`src/rtl/srq_pkg.sv`:
```
// Shared types and constants for the sensor reading qualifier.
// Depends on nothing; every other file of the block uses it.
`timescale 1ns / 1ps

package srq_pkg;

  localparam int ValW   = 32;
  localparam int DistW  = 31;
  localparam int CountW = 8;
  localparam int IdxW   = 8;
  localparam int DataW  = 32;

  localparam logic [IdxW-1:0] RegMinValue     = 8'd0;
  localparam logic [IdxW-1:0] RegMaxValue     = 8'd1;
  localparam logic [IdxW-1:0] RegMinEnable    = 8'd2;
  localparam logic [IdxW-1:0] RegMaxEnable    = 8'd3;
  localparam logic [IdxW-1:0] RegSnapDistance = 8'd4;
  localparam logic [IdxW-1:0] RegChangeThresh = 8'd5;
  localparam logic [IdxW-1:0] RegFaultAfter   = 8'd6;
  localparam logic [IdxW-1:0] RegClearAfter   = 8'd7;

  localparam logic signed [ValW-1:0] MinValueRst     = 32'sd0;
  localparam logic signed [ValW-1:0] MaxValueRst     = 32'sd6553600;
  localparam logic                   MinEnableRst    = 1'b1;
  localparam logic                   MaxEnableRst    = 1'b1;
  localparam logic [DistW-1:0]       SnapDistanceRst = 31'd13107;
  localparam logic [DistW-1:0]       ChangeThreshRst = 31'd32768;
  localparam logic [CountW-1:0]      FaultAfterRst   = 8'd3;
  localparam logic [CountW-1:0]      ClearAfterRst   = 8'd3;

  typedef struct packed {
    logic signed [ValW-1:0] min_value;
    logic signed [ValW-1:0] max_value;
    logic                   min_enable;
    logic                   max_enable;
    logic [DistW-1:0]       snap_distance;
    logic [DistW-1:0]       change_threshold;
    logic [CountW-1:0]      fault_after;
    logic [CountW-1:0]      clear_after;
  } cfg_t;

  typedef struct packed {
    logic                   reading_valid;
    logic signed [ValW-1:0] reading_value;
  } item_t;

  typedef struct packed {
    logic signed [ValW-1:0] last_reported;
    logic [CountW-1:0]      failure_count;
    logic [CountW-1:0]      success_count;
    logic                   fault_flag;
  } state_t;

  typedef struct packed {
    logic                   report;
    logic signed [ValW-1:0] reported_value;
    logic                   fault_active;
    logic                   fault_set_event;
    logic                   fault_clear_event;
  } result_t;

endpackage

```
`src/rtl/srq_if.sv`:
```
// Channel interfaces: reading input, result output and register write port.
// Depends on srq_pkg for field widths.
`timescale 1ns / 1ps

interface srq_in_if;
  logic                            valid;
  logic                            ready;
  logic                            reading_valid;
  logic signed [srq_pkg::ValW-1:0] reading_value;

  modport source (output valid, reading_valid, reading_value, input ready);
  modport sink   (input valid, reading_valid, reading_value, output ready);
endinterface

interface srq_out_if;
  logic                            valid;
  logic                            ready;
  logic                            report;
  logic signed [srq_pkg::ValW-1:0] reported_value;
  logic                            fault_active;
  logic                            fault_set_event;
  logic                            fault_clear_event;

  modport source (output valid, report, reported_value, fault_active,
                  fault_set_event, fault_clear_event, input ready);
  modport sink   (input valid, report, reported_value, fault_active,
                  fault_set_event, fault_clear_event, output ready);
endinterface

interface srq_cfg_if;
  logic                             valid;
  logic                             ready;
  logic [srq_pkg::IdxW-1:0]         index;
  logic [srq_pkg::DataW-1:0]        data;

  modport source (output valid, index, data, input ready);
  modport sink   (input valid, index, data, output ready);
endinterface

```
`src/rtl/sensor_reading_qualifier.sv`:
```
// Top level of the sensor reading qualifier: input register, state, result register.
// Depends on srq_pkg, srq_if, srq_cfg_regs and srq_eval.
`timescale 1ns / 1ps
//
//  channel   direction  payload                                     handshake
//  in_ch     sink       reading_valid, reading_value                valid/ready
//  out_ch    source     report, reported_value, fault_active,       valid/ready
//                       fault_set_event, fault_clear_event
//  cfg_ch    sink       index, data                                 valid/ready
//
//  One reading per cycle while out_ch does not stall; a taken reading is held in the input
//  register and its result in the result register. The evaluation of one registered reading
//  against the channel state sets the pace. rst_n clears state, counters and the valid flags of
//  both register stages; registers take reset values. A stalled result holds the result register;
//  the input register then holds one more reading and in_ch.ready drops until the result is transferred.
//  cfg_ch is always ready.

module sensor_reading_qualifier (
  input logic      clk,
  input logic      rst_n,
  srq_in_if.sink   in_ch,
  srq_out_if.source out_ch,
  srq_cfg_if.sink  cfg_ch
);

  srq_pkg::cfg_t    cfg;
  srq_pkg::item_t   in_item_r;
  logic             in_vld_r;
  srq_pkg::state_t  state_r;
  srq_pkg::state_t  state_nxt;
  srq_pkg::result_t res_nxt;
  srq_pkg::result_t out_res_r;
  logic             out_vld_r;
  logic             advance;

  srq_cfg_regs u_cfg (
    .clk    (clk),
    .rst_n  (rst_n),
    .cfg_ch (cfg_ch),
    .cfg    (cfg)
  );

  srq_eval u_eval (
    .cfg       (cfg),
    .item      (in_item_r),
    .state     (state_r),
    .state_nxt (state_nxt),
    .result    (res_nxt)
  );

  assign advance     = in_vld_r && (!out_vld_r || out_ch.ready);
  assign in_ch.ready = !in_vld_r || advance;

  always_ff @(posedge clk) begin
    if (!rst_n) begin
      in_vld_r  <= 1'b0;
      out_vld_r <= 1'b0;
      state_r   <= '0;
    end else begin
      if (in_ch.ready) begin
        in_vld_r <= in_ch.valid;
      end
      if (advance) begin
        out_vld_r <= 1'b1;
        state_r   <= state_nxt;
      end else if (out_ch.ready) begin
        out_vld_r <= 1'b0;
      end
    end
  end

  always_ff @(posedge clk) begin
    if (in_ch.valid && in_ch.ready) begin
      in_item_r.reading_valid <= in_ch.reading_valid;
      in_item_r.reading_value <= in_ch.reading_value;
    end
    if (advance) begin
      out_res_r <= res_nxt;
    end
  end

  assign out_ch.valid             = out_vld_r;
  assign out_ch.report            = out_res_r.report;
  assign out_ch.reported_value    = out_res_r.reported_value;
  assign out_ch.fault_active      = out_res_r.fault_active;
  assign out_ch.fault_set_event   = out_res_r.fault_set_event;
  assign out_ch.fault_clear_event = out_res_r.fault_clear_event;

endmodule

```
`src/rtl/srq_cfg_regs.sv`:
```
// Configuration register file, written through the register write channel.
// Depends on srq_pkg and srq_cfg_if.
`timescale 1ns / 1ps

module srq_cfg_regs (
  input  logic          clk,
  input  logic          rst_n,
  srq_cfg_if.sink       cfg_ch,
  output srq_pkg::cfg_t cfg
);

  srq_pkg::cfg_t cfg_r;
  logic          wr_en;

  assign cfg_ch.ready = 1'b1;
  assign wr_en        = cfg_ch.valid && cfg_ch.ready;
  assign cfg          = cfg_r;

  always_ff @(posedge clk) begin
    if (!rst_n) begin
      cfg_r.min_value        <= srq_pkg::MinValueRst;
      cfg_r.max_value        <= srq_pkg::MaxValueRst;
      cfg_r.min_enable       <= srq_pkg::MinEnableRst;
      cfg_r.max_enable       <= srq_pkg::MaxEnableRst;
      cfg_r.snap_distance    <= srq_pkg::SnapDistanceRst;
      cfg_r.change_threshold <= srq_pkg::ChangeThreshRst;
      cfg_r.fault_after      <= srq_pkg::FaultAfterRst;
      cfg_r.clear_after      <= srq_pkg::ClearAfterRst;
    end else if (wr_en) begin
      case (cfg_ch.index)
        srq_pkg::RegMinValue:     cfg_r.min_value        <= $signed(cfg_ch.data);
        srq_pkg::RegMaxValue:     cfg_r.max_value        <= $signed(cfg_ch.data);
        srq_pkg::RegMinEnable:    cfg_r.min_enable       <= cfg_ch.data[0];
        srq_pkg::RegMaxEnable:    cfg_r.max_enable       <= cfg_ch.data[0];
        srq_pkg::RegSnapDistance: cfg_r.snap_distance    <= cfg_ch.data[srq_pkg::DistW-1:0];
        srq_pkg::RegChangeThresh: cfg_r.change_threshold <= cfg_ch.data[srq_pkg::DistW-1:0];
        srq_pkg::RegFaultAfter:   cfg_r.fault_after      <= cfg_ch.data[srq_pkg::CountW-1:0];
        srq_pkg::RegClearAfter:   cfg_r.clear_after      <= cfg_ch.data[srq_pkg::CountW-1:0];
        default: begin
        end
      endcase
    end
  end

endmodule

```
`src/rtl/srq_eval.sv`:
```
// Per-reading evaluation: fault counting, bound snapping and deadband test.
// Depends on srq_pkg; purely combinational between the block's registers.
`timescale 1ns / 1ps

module srq_eval (
  input  srq_pkg::cfg_t    cfg,
  input  srq_pkg::item_t   item,
  input  srq_pkg::state_t  state,
  output srq_pkg::state_t  state_nxt,
  output srq_pkg::result_t result
);

  localparam int WideW = srq_pkg::ValW + 2;

  logic signed [WideW-1:0]          value_w;
  logic signed [WideW-1:0]          min_w;
  logic signed [WideW-1:0]          max_w;
  logic signed [WideW-1:0]          snap_w;
  logic signed [WideW-1:0]          lo_limit;
  logic signed [WideW-1:0]          hi_limit;
  logic                             snap_lo;
  logic                             snap_hi;
  logic signed [srq_pkg::ValW-1:0]  snapped;
  logic signed [WideW-1:0]          diff;
  logic [WideW-1:0]                 diff_abs;
  logic                             exceeded;
  logic                             entered;
  logic                             do_report;
  logic [srq_pkg::CountW-1:0]       fail_inc;
  logic [srq_pkg::CountW-1:0]       succ_inc;

  assign value_w  = WideW'(item.reading_value);
  assign min_w    = WideW'(cfg.min_value);
  assign max_w    = WideW'(cfg.max_value);
  assign snap_w   = $signed({3'b000, cfg.snap_distance});
  assign lo_limit = min_w + snap_w;
  assign hi_limit = max_w - snap_w;
  assign snap_lo  = cfg.min_enable && (value_w <= lo_limit);
  assign snap_hi  = cfg.max_enable && (value_w >= hi_limit);
  assign snapped  = snap_lo ? cfg.min_value :
                    snap_hi ? cfg.max_value : item.reading_value;

  assign diff     = WideW'(snapped) - WideW'(state.last_reported);
  assign diff_abs = diff[WideW-1] ? WideW'(-diff) : WideW'(diff);
  assign exceeded = diff_abs > {3'b000, cfg.change_threshold};
  assign entered  = (cfg.min_enable && snapped == cfg.min_value
                     && state.last_reported != cfg.min_value)
                 || (cfg.max_enable && snapped == cfg.max_value
                     && state.last_reported != cfg.max_value);
  assign do_report = item.reading_valid && (exceeded || entered);

  assign fail_inc = state.failure_count + 1'b1;
  assign succ_inc = state.success_count + 1'b1;

  always_comb begin
    state_nxt                = state;
    result.fault_set_event   = 1'b0;
    result.fault_clear_event = 1'b0;
    if (!item.reading_valid) begin
      state_nxt.success_count = '0;
      if (!state.fault_flag) begin
        if (fail_inc >= cfg.fault_after) begin
          state_nxt.fault_flag    = 1'b1;
          state_nxt.failure_count = '0;
          result.fault_set_event  = 1'b1;
        end else begin
          state_nxt.failure_count = fail_inc;
        end
      end
    end else begin
      state_nxt.failure_count = '0;
      if (state.fault_flag) begin
        if (succ_inc >= cfg.clear_after) begin
          state_nxt.fault_flag     = 1'b0;
          state_nxt.success_count  = '0;
          result.fault_clear_event = 1'b1;
        end else begin
          state_nxt.success_count = succ_inc;
        end
      end
    end
    if (do_report) begin
      state_nxt.last_reported = snapped;
    end
    result.report         = do_report;
    result.reported_value = state_nxt.last_reported;
    result.fault_active   = state_nxt.fault_flag;
  end

endmodule
```
`src/flat_wrapper.sv`:
```
// flat-port wrapper written by rule: the top's interface ports become plain ports
module sensor_reading_qualifier_flat 
  (clk, rst_n, in_ch_valid, in_ch_reading_valid, in_ch_reading_value, in_ch_ready, out_ch_valid, out_ch_report, out_ch_reported_value, out_ch_fault_active, out_ch_fault_set_event, out_ch_fault_clear_event, out_ch_ready, cfg_ch_valid, cfg_ch_index, cfg_ch_data, cfg_ch_ready);
  srq_in_if in_ch_i ();
  srq_out_if out_ch_i ();
  srq_cfg_if cfg_ch_i ();
  input logic clk;
  input logic rst_n;
  input wire logic [$bits(in_ch_i.valid)-1:0] in_ch_valid;
  input wire logic [$bits(in_ch_i.reading_valid)-1:0] in_ch_reading_valid;
  input wire logic [$bits(in_ch_i.reading_value)-1:0] in_ch_reading_value;
  output wire logic [$bits(in_ch_i.ready)-1:0] in_ch_ready;
  output wire logic [$bits(out_ch_i.valid)-1:0] out_ch_valid;
  output wire logic [$bits(out_ch_i.report)-1:0] out_ch_report;
  output wire logic [$bits(out_ch_i.reported_value)-1:0] out_ch_reported_value;
  output wire logic [$bits(out_ch_i.fault_active)-1:0] out_ch_fault_active;
  output wire logic [$bits(out_ch_i.fault_set_event)-1:0] out_ch_fault_set_event;
  output wire logic [$bits(out_ch_i.fault_clear_event)-1:0] out_ch_fault_clear_event;
  input wire logic [$bits(out_ch_i.ready)-1:0] out_ch_ready;
  input wire logic [$bits(cfg_ch_i.valid)-1:0] cfg_ch_valid;
  input wire logic [$bits(cfg_ch_i.index)-1:0] cfg_ch_index;
  input wire logic [$bits(cfg_ch_i.data)-1:0] cfg_ch_data;
  output wire logic [$bits(cfg_ch_i.ready)-1:0] cfg_ch_ready;
  assign in_ch_i.valid = in_ch_valid;
  assign in_ch_i.reading_valid = in_ch_reading_valid;
  assign in_ch_i.reading_value = in_ch_reading_value;
  assign in_ch_ready = in_ch_i.ready;
  assign out_ch_valid = out_ch_i.valid;
  assign out_ch_report = out_ch_i.report;
  assign out_ch_reported_value = out_ch_i.reported_value;
  assign out_ch_fault_active = out_ch_i.fault_active;
  assign out_ch_fault_set_event = out_ch_i.fault_set_event;
  assign out_ch_fault_clear_event = out_ch_i.fault_clear_event;
  assign out_ch_i.ready = out_ch_ready;
  assign cfg_ch_i.valid = cfg_ch_valid;
  assign cfg_ch_i.index = cfg_ch_index;
  assign cfg_ch_i.data = cfg_ch_data;
  assign cfg_ch_ready = cfg_ch_i.ready;
  sensor_reading_qualifier u_core (.clk(clk), .rst_n(rst_n), .in_ch(in_ch_i), .out_ch(out_ch_i), .cfg_ch(cfg_ch_i));
endmodule
```
`config.mk`:
```
export PLATFORM = sky130hd
export DESIGN_NAME = sensor_reading_qualifier_flat
export DESIGN_NICKNAME = d
export VERILOG_FILES = /design/src/rtl/srq_pkg.sv /design/src/rtl/srq_if.sv /design/src/rtl/sensor_reading_qualifier.sv /design/src/rtl/srq_cfg_regs.sv /design/src/rtl/srq_eval.sv /design/src/flat_wrapper.sv
export SDC_FILE = /design/constraint.sdc
export NUM_CORES = 1
export LEC_CHECK = 0
export BUFFER_PORTS_ARGS = -buffer_cell sky130_fd_sc_hd__clkbuf_2
export CAP_MARGIN = 15
export CORE_AREA = 3 3 166 329
export CTS_CLUSTER_SIZE = 10
export DETAILED_ROUTE_END_ITERATION = 7
export DIE_AREA = 0 0 169 332
export PLACE_DENSITY = 0.65
export SYNTH_ARGS = -nofsm -noshare
export SYNTH_HDL_FRONTEND = slang
export SYNTH_HIERARCHICAL = 1
export SYNTH_SLANG_ARGS = --single-unit
```
`constraint.sdc`:
```
create_clock -name clk -period 15.6 [get_ports clk]
set_clock_uncertainty 0.2 [all_clocks]
set_input_delay 1.56 -clock clk [delete_from_list [all_inputs] [get_ports clk]]
set_output_delay 1.56 -clock clk [all_outputs]
set_load 0.03 [all_outputs]
```
==> results of run 1 <==
==> through the flow <==
stage	hold slack, ps	setup WS, ps	area (um^2)	utilization, %	power (mW)
6_report	255	680	23500	45.1	2.13
5_1_grt	271	134	23500	45.1	2.23
4_1_cts	258	261	23500	45.1	2.13
3_5_place_dp	250	348	22600	43.4	1.47
3_3_place_gp	245	511	22600	43.4	1.46
2_1_floorplan	234	3400	21800	-	1.29
==> cell usage after synthesis, drive strengths merged (23+ instances only) <==
cell / instances / area (um^2)
nor2b: 46 / 298
nand3: 53 / 290
nand2b: 36 / 225
edfxtp: 69 / 2070
inv: 178 / 668
a21o: 61 / 458
xor2: 91 / 797
a21oi: 145 / 726
ha: 210 / 2630
buf: 68 / 627
mux2i: 219 / 2190
nor2: 98 / 375
o21ai: 98 / 490
mux2: 32 / 465
nor4: 23 / 159
nor3: 44 / 220
nand4: 49 / 337
dfxtp: 195 / 3900
xnor2: 138 / 1210
nand2: 372 / 1400
clkbuf: 57 / 215
==> routing by layer <==
metal	part of all wire [%]	global-route usage (%)	vias up
met5	0	0	-
met4	11	23.4	0
met3	4.6	3.23	288
met2	50	48.6	712
met1	35	27.4	9147
li1	-	-	9031
==> what timing repair did <==
item                                    4_1_cts  5_1_grt
gates resized for setup                       0        3
endpoints found under the setup margin        0       64
hold endpoints to repair                      0        0
==> power breakdown <==
| part | switching [mW] | leakage, nW | internal, mW |
|---|---|---|---|
| Sequential | 0.0235 | 2.24 | 0.722 |
| Clock | 0.290 | 0.409 | 0.366 |
| Combinational | 0.433 | 7.34 | 0.293 |
| Total | 0.747 | 9.99 | 1.38 |
==> worst register-to-register path, delay by kind of cell (launching register included) <==
| family | cells | cell delay [ps] |
|---|---|---|
| simple gates | 17 | 4510 |
| xor+xnor | 1 | 100 |
| mux | 3 | 640 |
| buf+inv | 3 | 740 |
| compound gates | 22 | 6370 |
| flops | 1 | 480 |
| fa+ha+maj | 5 | 1730 |
==> sequential cells by signal (all words and copies together), names as in the netlist <==
name,cells
u_core/out_ch.fault_active,1
u_core/state_r,49
u_core/out_ch.report,1
u_core/u_cfg/cfg,144
u_core/in_vld_r,1
u_core/out_ch.reported_value,32
u_core/out_ch.fault_set_event,1
u_core/in_item_r,33
u_core/out_ch.valid,1
u_core/out_ch.fault_clear_event,1
==> worst paths after layout <==
| kind | cells past startpoint | startpoint | to |
|---|---|---|---|
| setup reg to reg | 51 | u_core/u_cfg/cfg[113] | u_core/state_r[23] |
| hold reg to reg | 2 | u_core/u_cfg/cfg[34] | u_core/u_cfg/cfg[34] |
| hold / removal | 2 | u_core/u_cfg/cfg[34] | u_core/u_cfg/cfg[34] |
| setup / recovery | 51 | u_core/u_cfg/cfg[113] | u_core/state_r[23] |
==> logic make-up (layout without fill, tap and decap cells) <==
family,Yosys count,in the layout,share of synthesized area (%)
xor+xnor,229,229,9.18
compound gates,482,482,14.4
fa+ha+maj,213,213,12.3
flops,264,264,27.4
other cells,1,1,0.0172
simple gates,797,797,17.7
mux,251,251,12.2
buf+inv,303,368,6.91
==> layout make-up <==
type,instances,share of cell area [%]
tap,660,3.51
clock buffer,49,3.63
timing repair buffer,141,3.32
sequential,264,25.4
multi-input combinational,1973,61.3
inverter,178,2.84
==> impl_metrics.ini, run 1 <==
[logic_synthesis]
yosysWarnings = 6
syn_area_per_cell_um2 = 8.60
synth_flop_cell = dfxtp_1
synth-seq-cells = 264
ys_seq_area_share_pct = 27.4
synth-edff-count = 69
synth_cell_types = 93
postSynthCellCount = 2540
synth_nets = 2831
ys_async_sr_fraction_pct = 0
syn_area_um2 = 21800

[timing]
relSlewSlack_pct = 20.2
fin_setup_tns_ps = 0
drv_slew = 0
fin_crit_sh_pct = 95.6
hold_viol_final = 0
finalSetupViolations = 0
tightest_slew_ps = 1200
fmax_mhz = 67.0
min_period_ps = 14920
rsz0062_at_grt = false

[cts]
tritoncts = yes
clk_latency_ps = 600
cts_sinks = 264
postCtsHoldBufs = 0
clockRootBuffer = clkbuf_16
ctsLongestPathBuffers = 3
clk_pin_slew_ps = 60
cts_max_level = 1
numCtsBuffers = 30
post_cts_buffers = 0

[floorplan]
rows = 118
die_w_um = 169
start_util_pct = 41.9
dieArea_um2 = 56100
num_io_pins = 117
die_h_um = 332
core_um2 = 52100

[detailed_routing]
drt_pass1_iterations = 7
antenna_left = 0
drt_wl_total_mm = 79.6
wl_per_cell_um = 24.4
route.detailed.drc = 0
vias = 19178
via_per_inst = 5.87
drtIter0Drc = 1406

[critical_path]
worstPathRequired_ps = 15840
critPathKind = reg -> reg
cp.buffers_inverters = 3
cpMostUsedCell = nand4_1
max_stage_delay_ps = 640
cp_top_family = compound AO/OA/AOI/OAI gates
critPathMaxFanout = 48
startpoint_type = register
cp-end-kind = register
critPathSlowestCell = o21ai_0
r2r_setup_slack_ps = 680
cp.arrival_ps = 15150

[global_route]
grt_max_degree = 112
gr-total-overflow = 0
grt_pass1_wl_mm = 115
antenna_found_initial = 0
grt_pass1_vias = 18795
grt_usage_pct = 27.2

[layout]
drive_gt1_share_pct = 9.25
fill_cells = 5147
n_antenna_cell = 0
layout_commonest_cell = nand2_1
multi_input_area_um2 = 14400
syn_to_final_growth_pct = 7.58
seq_area_um2 = 5980
num-nets-final = 2879
final_cell_mix = nand2_1 (371), mux2i_1 (219), ha_1 (210), dfxtp_1 (195), inv_1 (178)
stdcell_count = 3265

[placed_design]
gp_congestion = 1.03
portBuffers = 115
dp_hpwl_mm = 63.0
dp.cells = 3216

[power]
power_density_nw_per_um2 = 90.6
p_leak_nw = 9.99
vdd_drop_max_mv = 0.0810

[flow_run]
cap_violations = 0

[hold_path]
hp-class = reg -> reg

[status]
status = complete, no violations
Note: power is estimated with default switching activity, not from simulation.
==> run 2: changes to the inputs <==
Settings changed: CELL_PAD_IN_SITES_DETAIL_PLACEMENT from default to 0, CELL_PAD_IN_SITES_GLOBAL_PLACEMENT from default to 1, PLACE_DENSITY 0.65 to 0.79.
==> impl_metrics.ini, run 2 (synthesis gave the netlist of run 1 again) <==
[cts]
clockRootBuffer = clkbuf_16
post_cts_buffers = 0
clk_pin_slew_ps = 60
tritoncts = yes
clk_latency_ps = 610
cts_sinks = 264
cts_max_level = 1
numCtsBuffers = 31
ctsLongestPathBuffers = 3

[global_route]
gr-total-overflow = 0
grt_usage_pct = 27.8
antenna_found_initial = 0
grt_max_degree = 83
grt_pass1_wl_mm = 117
grt_pass1_vias = 18871

[floorplan]
core_um2 = 52100
rows = 118
dieArea_um2 = 56100
die_w_um = 169
die_h_um = 332
num_io_pins = 117
start_util_pct = 41.9

[timing]
finalSetupViolations = 0
hold_slack_ps = 257
fin_crit_sh_pct = 95.7
fin_setup_tns_ps = 0
fmax_mhz = 67.0
tightest_slew_ps = 1130
hold_viol_final = 0
drv_slew = 0
min_period_ps = 14920
fin_ws_ps = 677
relSlewSlack_pct = 24.5
rsz0062_at_grt = false

[layout]
fill_cells = 5171
multi_input_area_um2 = 14400
layout_commonest_cell = nand2_1
largest_register_ffs = 144
final_cell_mix = nand2_1 (371), mux2i_1 (219), ha_1 (210), dfxtp_1 (195), inv_1 (178)
seq_area_um2 = 5980
n_antenna_cell = 0
syn_to_final_growth_pct = 7.57
num-nets-final = 2874
stdcell_count = 3261
drive_gt1_share_pct = 9.23

[critical_path]
critPathSlowestCell = nor4_1
cp-end-kind = register
worstPathRequired_ps = 15860
critPathMaxFanout = 22
critPathKind = reg -> reg
max_stage_delay_ps = 650
cp.arrival_ps = 15190
rr_startpoint = u_core/u_cfg/cfg[80]
cp-startpoint = u_core/u_cfg/cfg[80]
startpoint_type = register
cp_top_family = compound AO/OA/AOI/OAI gates
cp.buffers_inverters = 5

[detailed_routing]
wl_per_cell_um = 24.9
drt_pass1_iterations = 7
route.detailed.drc = 0
via_per_inst = 5.85
vias = 19067
antenna_left = 0
drtIter0Drc = 1358
drt_wl_total_mm = 81.2

[power]
swShare_pct = 35.2
pwr-share-seq_pct = 34.6
comb_power_share_pct = 33.6
p_leak_nw = 9.99
vdd_drop_max_mv = 0.0786
p_switching_mw = 0.761
power_density_nw_per_um2 = 92.0
power.clock.fraction_pct = 31.8
internal-power_mw = 1.40

[placed_design]
portBuffers = 115
gp_congestion = 1.01
dp.cells = 3210
dp_hpwl_mm = 64.1
dpl_worst_slack_ps = 701

[hold_path]
hp-class = reg -> reg
hold_start = u_core/u_cfg/cfg[40]

[status]
status = complete, no violations

[flow_run]
cap_violations = 0
==> run 2: timing repair <==
item,CTS,global route
setup endpoints to repair,0,3
gates resized for setup,0,1
hold buffers,0,0
==> run 2: worst paths after layout <==
check | end | slack [ps] | cells past startpoint
min | u_core/u_cfg/cfg[40] | 260 | 2
max | u_core/state_r[40] | 680 | 55
max reg2reg | u_core/state_r[40] | 680 | 55
min reg2reg | u_core/u_cfg/cfg[40] | 260 | 2
==> run 2: area by class of cell <==
cell class              count  area share (%)
clock buffers              48            3.79
clock inverters             3          0.0799
inverters                 178            2.84
multi-input cells        1973            61.2
flip-flops and latches    264            25.4
well taps                 660            3.51
repair buffers            135            3.13
==> run 2: power by group through the flow <==
stage | clock network (mW) | logic (mW) | registers [mW]
after floorplan | 0 | 0.526 | 0.760
after global placement | 0 | 0.701 | 0.763
after detailed placement | 0 | 0.711 | 0.762
after CTS | 0.703 | 0.716 | 0.748
after global routing | 0.728 | 0.781 | 0.749
final | 0.688 | 0.725 | 0.748
==> run 2: worst register-to-register path: cells and delay by family, from the launching register on <==
kind            cells  cell delay [ps]
xor+xnor            2              290
mux                 3              640
compound gates     26             6510
flops               1              370
buf+inv             5              950
simple gates       13             3890
fa+ha+maj           6             1890
==> run 2: per-stage QoR <==
step / instance area (um^2) / total power [mW] / util (%)
floorplan: 21800 / 1.29 / -
global placement: 22600 / 1.46 / 43.3
detailed placement: 22600 / 1.47 / 43.3
CTS: 23500 / 2.17 / 45.1
global route: 23500 / 2.26 / 45.1
finish: 23500 / 2.16 / 45.1
==> run 2: routing by layer <==
metal	vias to the layer above	GRT usage [%]	share of wire (%)	wire, um
met4	0	21.6	9.5	7700
met5	-	0	0	0
li1	9032	-	-	-
met1	9113	28.7	36	28800
met2	656	50.4	51	41300
met3	266	2.76	4.1	3300
